--- config.mk ---
export PLATFORM = sky130hd
export DESIGN_NAME = box_table_bisection_lookup_unit
export DESIGN_NICKNAME = d
export VERILOG_FILES = /design/src/hw/rtl/btbl_pkg.sv /design/src/hw/rtl/btbl_ram.sv /design/src/hw/rtl/btbl_box_test.sv /design/src/hw/rtl/btbl_ctrl.sv /design/src/hw/rtl/box_table_bisection_lookup_unit.sv
export SDC_FILE = /design/constraint.sdc
export NUM_CORES = 2
export LEC_CHECK = 0
export BUFFER_PORTS_ARGS = -buffer_cell sky130_fd_sc_hd__buf_2
export CORE_UTILIZATION = 45
export DETAILED_ROUTE_END_ITERATION = 8
export PLACE_DENSITY = 0.62
export SYNTH_ARGS = -nofsm -noshare
export SYNTH_HDL_FRONTEND = slang
export SYNTH_SLANG_ARGS = --single-unit
--- constraint.sdc ---
create_clock -name clk -period 43 [get_ports clk]
set_input_delay 4.3 -clock clk [delete_from_list [all_inputs] [get_ports clk]]
set_output_delay 4.3 -clock clk [all_outputs]
set_load 0.05 [all_outputs]
--- src/hw/rtl/btbl_pkg.sv ---
// Shared types, codes and helpers for the box table bisection lookup unit.
package btbl_pkg;

  localparam int COUNT_W = 5;
  localparam int CAP_W   = 3;
  localparam int COMP_W  = 32;

  localparam logic [COUNT_W-1:0] ENTRY_COUNT_RESET = 5'd1;

  // Register select bit of the configuration port (byte address bit 2).
  localparam logic REG_ENTRY_COUNT = 1'b0;

  localparam logic FUNC_LOAD  = 1'b0;
  localparam logic FUNC_QUERY = 1'b1;

  localparam logic [1:0] ST_FOUND   = 2'd0;
  localparam logic [1:0] ST_OUTSIDE = 2'd1;
  localparam logic [1:0] ST_NO_BOX  = 2'd2;

  // Box test outcome: inside, first violation on a lower or an upper bound.
  localparam logic [1:0] TEST_INSIDE = 2'd0;
  localparam logic [1:0] TEST_LOW    = 2'd1;
  localparam logic [1:0] TEST_HIGH   = 2'd2;

  typedef struct packed {
    logic               func;
    logic [3:0]         entry;
    logic [1:0]         comp;
    logic signed [31:0] lower_value;
    logic signed [31:0] upper_value;
    logic signed [31:0] point_0;
    logic signed [31:0] point_1;
    logic signed [31:0] point_2;
    logic signed [31:0] point_3;
  } item_t;

  typedef struct packed {
    logic [3:0] box_index;
    logic [1:0] status;
  } result_t;

  // Bisection step cap (most box checks before the final recheck): ceil(log2(n)) + 1.
  function automatic logic [CAP_W-1:0] search_cap(logic [COUNT_W-1:0] n);
    logic [CAP_W-1:0] c;
    c = 3'd1;
    for (int k = 0; k < COUNT_W; k++) begin
      if ((6'd1 << (c - 3'd1)) < {1'b0, n}) begin
        c = c + 3'd1;
      end
    end
    return c;
  endfunction

endpackage

--- src/hw/rtl/btbl_ram.sv ---
// Generic single-write, single-read RAM with registered read data.
module btbl_ram #(
  parameter int WIDTH = 32,
  parameter int DEPTH = 16
) (
  input  logic                                      clk,
  input  logic                                      we,
  input  logic [(DEPTH > 1 ? $clog2(DEPTH) : 1)-1:0] waddr,
  input  logic [WIDTH-1:0]                          wdata,
  input  logic [(DEPTH > 1 ? $clog2(DEPTH) : 1)-1:0] raddr,
  output logic [WIDTH-1:0]                          rdata
);

  logic [WIDTH-1:0] mem [DEPTH];

  always_ff @(posedge clk) begin
    if (we) begin
      mem[waddr] <= wdata;
    end
    rdata <= mem[raddr];
  end

endmodule

--- src/hw/rtl/btbl_box_test.sv ---
// Point against box test: first violated component decides the outcome.
module btbl_box_test #(
  parameter int DIMS = 4
) (
  input  logic [DIMS*32-1:0] point_row,
  input  logic [DIMS*32-1:0] lower_row,
  input  logic [DIMS*32-1:0] upper_row,
  output logic [1:0]         code
);
  import btbl_pkg::*;

  // Walk from the top component down so the lowest violation wins.
  always_comb begin
    code = TEST_INSIDE;
    for (int d = DIMS - 1; d >= 0; d--) begin
      if ($signed(point_row[d*COMP_W +: COMP_W]) < $signed(lower_row[d*COMP_W +: COMP_W])) begin
        code = TEST_LOW;
      end else if ($signed(point_row[d*COMP_W +: COMP_W]) >
                   $signed(upper_row[d*COMP_W +: COMP_W])) begin
        code = TEST_HIGH;
      end
    end
  end

endmodule

--- src/hw/rtl/btbl_ctrl.sv ---
// Sequencer: box loads by read-modify-write, queries by family check and bisection.
module btbl_ctrl #(
  parameter int MAX_BOXES = 16,
  parameter int DIMS      = 4
) (
  input  logic                      clk,
  input  logic                      rst,
  input  logic [btbl_pkg::COUNT_W-1:0] entry_count,
  input  logic                      item_valid,
  output logic                      item_ready,
  input  btbl_pkg::item_t           item,
  output logic                      res_valid,
  input  logic                      res_ready,
  output btbl_pkg::result_t         res
);
  import btbl_pkg::*;

  localparam int AW    = MAX_BOXES > 1 ? $clog2(MAX_BOXES) : 1;
  localparam int ROW_W = DIMS * COMP_W;

  localparam logic [2:0] S_IDLE = 3'd0;
  localparam logic [2:0] S_LDWR = 3'd1;
  localparam logic [2:0] S_FAM  = 3'd2;
  localparam logic [2:0] S_SCHK = 3'd3;
  localparam logic [2:0] S_FCHK = 3'd4;
  localparam logic [2:0] S_EMIT = 3'd5;

  logic [2:0]         state;
  item_t              cur;
  logic [COUNT_W-1:0] n;
  logic [CAP_W-1:0]   cap;
  logic [CAP_W-1:0]   steps;
  logic [COUNT_W-1:0] lo;
  logic [COUNT_W-1:0] up;
  logic [COUNT_W-1:0] idx;

  logic [COUNT_W-1:0] n_in;
  logic [COUNT_W-1:0] lo_sel;
  logic [COUNT_W-1:0] up_sel;
  logic [COUNT_W-1:0] mid;
  logic [COUNT_W-1:0] mid_clamp;
  logic               last;
  logic [COUNT_W-1:0] rd_lo_box;
  logic [COUNT_W-1:0] rd_up_box;
  logic               ram_we;
  logic               load_ok;
  logic [ROW_W-1:0]   lo_rdata;
  logic [ROW_W-1:0]   up_rdata;
  logic [ROW_W-1:0]   lo_wdata;
  logic [ROW_W-1:0]   up_wdata;
  logic [ROW_W-1:0]   point_row;
  logic [1:0]         code;
  logic signed [31:0] pts [4];

  assign pts[0] = cur.point_0;
  assign pts[1] = cur.point_1;
  assign pts[2] = cur.point_2;
  assign pts[3] = cur.point_3;

  // Components beyond the fourth have no point field and read as zero.
  for (genvar d = 0; d < DIMS; d++) begin : g_point
    if (d < 4) begin : g_have
      assign point_row[d*COMP_W +: COMP_W] = pts[d];
    end else begin : g_zero
      assign point_row[d*COMP_W +: COMP_W] = '0;
    end
  end

  btbl_ram #(.WIDTH(ROW_W), .DEPTH(MAX_BOXES)) u_lower (
    .clk   (clk),
    .we    (ram_we),
    .waddr (AW'(cur.entry)),
    .wdata (lo_wdata),
    .raddr (AW'(rd_lo_box)),
    .rdata (lo_rdata)
  );

  btbl_ram #(.WIDTH(ROW_W), .DEPTH(MAX_BOXES)) u_upper (
    .clk   (clk),
    .we    (ram_we),
    .waddr (AW'(cur.entry)),
    .wdata (up_wdata),
    .raddr (AW'(rd_up_box)),
    .rdata (up_rdata)
  );

  btbl_box_test #(.DIMS(DIMS)) u_test (
    .point_row (point_row),
    .lower_row (lo_rdata),
    .upper_row (up_rdata),
    .code      (code)
  );

  assign item_ready = (state == S_IDLE);
  assign res_valid  = (state == S_EMIT);
  assign load_ok    = (int'(cur.entry) < MAX_BOXES) && (int'(cur.comp) < DIMS);
  assign ram_we     = (state == S_LDWR) && load_ok;

  // Merge the loaded component into the row read back from the table.
  always_comb begin
    lo_wdata = lo_rdata;
    up_wdata = up_rdata;
    for (int d = 0; d < DIMS; d++) begin
      if (d == int'(cur.comp)) begin
        lo_wdata[d*COMP_W +: COMP_W] = cur.lower_value;
        up_wdata[d*COMP_W +: COMP_W] = cur.upper_value;
      end
    end
  end

  always_comb begin
    if (entry_count == '0) begin
      n_in = COUNT_W'(1);
    end else if (int'(entry_count) > MAX_BOXES) begin
      n_in = COUNT_W'(MAX_BOXES);
    end else begin
      n_in = entry_count;
    end

    lo_sel    = (code == TEST_LOW) ? lo  : idx;
    up_sel    = (code == TEST_LOW) ? idx : up;
    mid       = COUNT_W'(({1'b0, lo_sel} + {1'b0, up_sel}) >> 1);
    mid_clamp = (mid >= n) ? n - COUNT_W'(1) : mid;
    last      = (steps + CAP_W'(1)) == cap;

    rd_lo_box = idx;
    rd_up_box = idx;
    case (state)
      S_IDLE: begin
        if (item.func == FUNC_QUERY) begin
          rd_lo_box = '0;
          rd_up_box = n_in - COUNT_W'(1);
        end else begin
          rd_lo_box = COUNT_W'(item.entry);
          rd_up_box = COUNT_W'(item.entry);
        end
      end
      S_FAM: begin
        rd_lo_box = n >> 1;
        rd_up_box = n >> 1;
      end
      S_SCHK: begin
        rd_lo_box = last ? mid_clamp : mid;
        rd_up_box = last ? mid_clamp : mid;
      end
      default: begin
        rd_lo_box = idx;
        rd_up_box = idx;
      end
    endcase
  end

  always_ff @(posedge clk) begin
    if (rst) begin
      state <= S_IDLE;
    end else begin
      case (state)
        S_IDLE: begin
          if (item_valid) begin
            cur   <= item;
            n     <= n_in;
            cap   <= search_cap(n_in);
            state <= (item.func == FUNC_QUERY) ? S_FAM : S_LDWR;
          end
        end
        S_LDWR: begin
          state <= S_IDLE;
        end
        S_FAM: begin
          if (code != TEST_INSIDE) begin
            res   <= '{box_index: 4'd0, status: ST_OUTSIDE};
            state <= S_EMIT;
          end else begin
            idx   <= n >> 1;
            lo    <= '0;
            up    <= n;
            steps <= '0;
            state <= S_SCHK;
          end
        end
        S_SCHK: begin
          if (code == TEST_INSIDE) begin
            res   <= '{box_index: idx[3:0], status: ST_FOUND};
            state <= S_EMIT;
          end else begin
            lo    <= lo_sel;
            up    <= up_sel;
            steps <= steps + CAP_W'(1);
            idx   <= last ? mid_clamp : mid;
            state <= last ? S_FCHK : S_SCHK;
          end
        end
        S_FCHK: begin
          if (code == TEST_INSIDE) begin
            res <= '{box_index: idx[3:0], status: ST_FOUND};
          end else begin
            res <= '{box_index: 4'd0, status: ST_NO_BOX};
          end
          state <= S_EMIT;
        end
        S_EMIT: begin
          if (res_ready) begin
            state <= S_IDLE;
          end
        end
        default: begin
          state <= S_IDLE;
        end
      endcase
    end
  end

  a_steps_capped: assert property (@(posedge clk) disable iff (rst)
    state == S_SCHK |-> steps < cap)
    else $error("bisection ran past its step cap");

  a_idx_in_use: assert property (@(posedge clk) disable iff (rst)
    (state == S_SCHK || state == S_FCHK) |-> idx < n)
    else $error("bisection index left the used boxes");

  a_write_only_load: assert property (@(posedge clk) disable iff (rst)
    ram_we |-> (state == S_LDWR && cur.func == FUNC_LOAD))
    else $error("table written outside a load");

  a_query_result: assert property (@(posedge clk) disable iff (rst)
    (state == S_EMIT) |-> cur.func == FUNC_QUERY)
    else $error("result raised for a load");

endmodule

--- src/hw/rtl/box_table_bisection_lookup_unit.sv ---
// Top level: configuration port, lookup sequencer and result output register.
//
//  channel   dir  handshake                     payload
//  item      in   item_valid / item_ready       item   (btbl_pkg::item_t)
//  result    out  result_valid / result_ready   result (btbl_pkg::result_t)
//  config    in   APB psel/penable/pwrite       entry_count at byte address 0
//
//  A load reads the box row, then writes it back with one component merged.
//  A query runs a family check and, if the point passes it, up to ceil(log2(n)) + 1
//  bisection box reads, a final recheck when the cap ends the search, and the hand-over
//  of the beat; the two table RAM read ports set the pace.
//  Reset (rst, synchronous) idles the sequencer, drops the result beat and sets
//  entry_count to 1; the table keeps its contents and needs no clearing pass.
//  A stalled result beat holds in the output register; the sequencer waits for it
//  to drain, and a new item is taken as soon as the sequencer is idle.
module box_table_bisection_lookup_unit #(
  parameter int MAX_BOXES = 16,
  parameter int DIMS      = 4
) (
  input  logic                clk,
  input  logic                rst,
  input  logic                psel,
  input  logic                penable,
  input  logic                pwrite,
  input  logic [2:0]          paddr,
  input  logic [31:0]         pwdata,
  output logic [31:0]         prdata,
  output logic                pready,
  input  logic                item_valid,
  output logic                item_ready,
  input  btbl_pkg::item_t     item,
  output logic                result_valid,
  input  logic                result_ready,
  output btbl_pkg::result_t   result
);
  import btbl_pkg::*;

  logic [COUNT_W-1:0] entry_count;
  logic               cfg_write;
  logic               res_valid;
  logic               res_ready;
  result_t            res;

  // Configuration: one register, no wait states.
  assign pready    = 1'b1;
  assign cfg_write = psel && penable && pwrite && pready;

  always_ff @(posedge clk) begin
    if (rst) begin
      entry_count <= ENTRY_COUNT_RESET;
    end else if (cfg_write && paddr[2] == REG_ENTRY_COUNT) begin
      entry_count <= pwdata[COUNT_W-1:0];
    end
  end

  // Reads of anything past register 0 return zero.
  assign prdata = (paddr[2] == REG_ENTRY_COUNT) ? {{(32-COUNT_W){1'b0}}, entry_count} : '0;

  btbl_ctrl #(.MAX_BOXES(MAX_BOXES), .DIMS(DIMS)) u_ctrl (
    .clk         (clk),
    .rst         (rst),
    .entry_count (entry_count),
    .item_valid  (item_valid),
    .item_ready  (item_ready),
    .item        (item),
    .res_valid   (res_valid),
    .res_ready   (res_ready),
    .res         (res)
  );

  // Output register: take a new beat when empty or when the current one drains.
  assign res_ready = !result_valid || result_ready;

  always_ff @(posedge clk) begin
    if (rst) begin
      result_valid <= 1'b0;
    end else if (res_valid && res_ready) begin
      result_valid <= 1'b1;
    end else if (result_ready) begin
      result_valid <= 1'b0;
    end
  end

  always_ff @(posedge clk) begin
    if (res_valid && res_ready) begin
      result <= res;
    end
  end

  a_no_overwrite: assert property (@(posedge clk) disable iff (rst)
    result_valid && !result_ready |=> result_valid && $stable(result))
    else $error("pending result beat overwritten");

  a_count_write: assert property (@(posedge clk) disable iff (rst)
    cfg_write && paddr[2] == REG_ENTRY_COUNT |=> entry_count == $past(pwdata[COUNT_W-1:0]))
    else $error("entry_count write lost");

  a_busy_no_take: assert property (@(posedge clk) disable iff (rst)
    res_valid |-> !item_ready)
    else $error("item taken while a result is pending in the sequencer");

endmodule
==> flow_summary.json <==
{
  "cts_buffer_depth": 4,
  "syn_area_um2": 190000,
  "die_w_um": 651,
  "slowest_delay_ns": 0.88,
  "yosysSeqAreaShare_pct": 71.4,
  "synthFlopType": "edfxtp_1",
  "required_ns": 43.90,
  "area_delta_synth_final_pct": 11.4,
  "cp_num_buf_inv": 7,
  "rsz0062_at_grt": "no",
  "postCtsHoldBufs": 0,
  "period_share_pct": 29.1,
  "drtIter0Drc": 14300,
  "htree_levels": 5,
  "cp_common_cell": "buf_4",
  "synth_seq_cells": 4597,
  "gp_congestion": 0.919,
  "clk_pin_slew_ns": 0.07,
  "ir_drop_uv": 79.3,
  "dr.pass1.iters": 7,
  "crit_type": "register to register",
  "cap_violations": 0,
  "postRouteWirelength_um": 573000,
  "final_util_pct": 50.5,
  "cts_tree": "built",
  "syn_area_per_cell_um2": 14.6,
  "postCtsSetupBuffers": 0,
  "numPortBuffers": 224,
  "row_count": 237,
  "nets": 13500,
  "dpl.hpwl_um": 303000,
  "grt_pass1_vias": 116000,
  "num_vias": 118000,
  "grt-ovfl-total": 0,
  "dp_slack_ns": 30.64,
  "cpLargestDelayFamily": "buffers and inverters",
  "yosysWarningCount": 0,
  "antenna_found_initial": 46,
  "synth_cell_types": 77,
  "fin_setup_tns_ns": 0,
  "worstMarginPinSlew_ns": 1.36,
  "grt_pass1_wl_um": 812000,
  "finalSetupViolCount": 0,
  "clock_latency_ns": 1.01,
  "slew_headroom_pct": 8.20,
  "die_area_um2": 424000,
  "fmax_mhz": 79.9,
  "synth_edf_count": 4332,
  "layout_setup_ws_ns": 30.49,
  "syn_inst": 13000,
  "initial_core_util_pct": 45.4,
  "cp_max_fo": 142,
  "clkSinkCount": 4597,
  "outcome": "finished, final reports clean",
  "fillers": 34000,
  "cts_root_buf": "clkbuf_16",
  "period_needed_ns": 12.51,
  "core_area_um2": 418000,
  "cellPowerDensity_nw_per_um2": 63.2,
  "via_per_inst": 6.26,
  "final_layout_size_suffix_gt1_share_pct": 14.0,
  "async_flop_share_pct": 0,
  "worstSetupStartpointType": "register",
  "endpoint_kind": "register",
  "crit_arrival_ns": 13.41,
  "drc": 0,
  "drv_slew": 0,
  "io_pins": 282,
  "grt_max_degree": 237,
  "crit_path_top_delay_cell": "o211ai_2",
  "power.leakage_nw": 72.5,
  "ant_nets": 0,
  "hp-class": "register to register",
  "fin_skew_ns": 0.0657,
  "grt_use_total_pct": 26.2,
  "fp.dieH_um": 651,
  "cts_buffers": 443,
  "cts_resized": 0,
  "post_drt_wl_per_cell_um": 30.4,
  "hold_viol": 0
}
layout make-up:
| type | count | area (um^2) | share of cell area (%) |
|---|---|---|---|
| Sequential cell | 4597 | 135000 | 64.1 |
| Multi-Input combinational cell | 7043 | 49000 | 23.2 |
| Clock buffer | 579 | 12000 | 5.71 |
| Tap cell | 5497 | 6880 | 3.26 |
| Timing Repair Buffer | 545 | 4020 | 1.90 |
| Clock inverter | 242 | 2490 | 1.18 |
| Inverter | 292 | 1100 | 0.519 |
| Antenna cell | 55 | 138 | 0.0652 |
sequential cells by signal, summed over array words and instances, names as in the netlist:
name,flops
entry_count,5
result,6
result_valid,1
u_ctrl.cap,3
u_ctrl.cur,198
u_ctrl.idx,5
u_ctrl.lo,5
u_ctrl.n,5
u_ctrl.res,6
u_ctrl.state,3
u_ctrl.steps,3
u_ctrl.u_lower.mem,2048
u_ctrl.u_lower.rdata,128
u_ctrl.u_upper.mem,2048
u_ctrl.u_upper.rdata,128
u_ctrl.up,5
path summary, 6_finish.rpt:
| check | from | endpoint | slack (ns) | cells past startpoint |
|---|---|---|---|---|
| min | u_ctrl.res[3] | result[3] | 0.42 | 0 |
| max reg2reg | u_ctrl.u_lower.rdata[95] | u_ctrl.u_upper.rdata[47] | 30.49 | 33 |
| max | u_ctrl.u_lower.rdata[95] | u_ctrl.u_upper.rdata[47] | 30.49 | 33 |
| min reg2reg | u_ctrl.res[3] | result[3] | 0.42 | 0 |
routing by layer:
metal	global-route usage [%]	vias up	share of wire, %	routed length, um
li1	-	50700	-	-
met1	32.5	60500	38	215000
met2	44.2	5613	49	278000
met3	3.88	1220	7.9	45000
met4	14.3	8	6.0	34300
met5	0	-	0.010	60
synthesized netlist by cell type (17+ instances only):
library cell / number / area share, %
a211oi_1: 779 / 3.1
a211oi_2: 128 / 0.85
a21o_1: 58 / 0.23
a21oi_1: 94 / 0.25
a311oi_1: 131 / 0.61
a31oi_1: 771 / 2.5
and3_1: 774 / 2.6
buf_1: 28 / 0.055
buf_2: 28 / 0.074
buf_4: 28 / 0.11
buf_6: 31 / 0.18
clkbuf_1: 962 / 1.9
dfxtp_1: 265 / 2.8
edfxtp_1: 4332 / 69
ha_1: 287 / 1.9
inv_1: 291 / 0.58
mux2_2: 208 / 1.2
mux2i_1: 266 / 1.4
mux4_2: 128 / 1.5
nand2_1: 1791 / 3.5
nand2b_1: 17 / 0.056
nand3_1: 22 / 0.058
nand4_1: 421 / 1.4
nor2_1: 66 / 0.13
nor2b_1: 23 / 0.076
nor3_1: 19 / 0.050
nor4b_2: 128 / 1.0
o211a_1: 129 / 0.68
o211ai_1: 140 / 0.55
o21ai_0: 488 / 1.3
report_power, final:
part	switching [W]	internal, W
sequential	0.000118	0.00555
combinational	0.00266	0.00109
clock	0.00167	0.00224
metrics by stage:
stage	total power, W	cell area [um^2]	cells	hold slack (ns)
2_1_floorplan	0.00818	190000	13000	0.400
3_3_place_gp	0.00935	196000	18000	0.410
3_5_place_dp	0.00944	196000	18000	0.406
4_1_cts	0.0133	211000	18800	0.422
5_1_grt	0.0138	211000	18800	0.436
6_report	0.0133	211000	18900	0.425
cells in the final DEF, fill, tap and decap left out, types with 281 or more instances in the layout:
| cell type | netlist | final |
|---|---|---|
| a31oi_1 | 771 | 771 |
| nand4_1 | 421 | 421 |
| ha_1 | 287 | 287 |
| clkbuf_16 | 0 | 445 |
| edfxtp_1 | 4332 | 4332 |
| a211oi_1 | 779 | 778 |
| nand2_1 | 1791 | 1786 |
| buf_4 | 28 | 281 |
| and3_1 | 774 | 774 |
| o21ai_0 | 488 | 395 |
| inv_1 | 291 | 291 |
kinds of logic after synthesis:
logic type	count (synthesis)	share of synthesized area (%)
AO/OA/AOI/OAI	2801	10.4
XOR/XNOR	15	0.0693
adder cells (fa/ha/maj)	289	1.92
buffers and inverters	1369	2.91
flip-flops	4597	71.4
multiplexers	602	4.16
other	2	0.00396
AND/OR/NAND/NOR	3308	9.06
No activity file was read; power rests on OpenSTA's default activity.
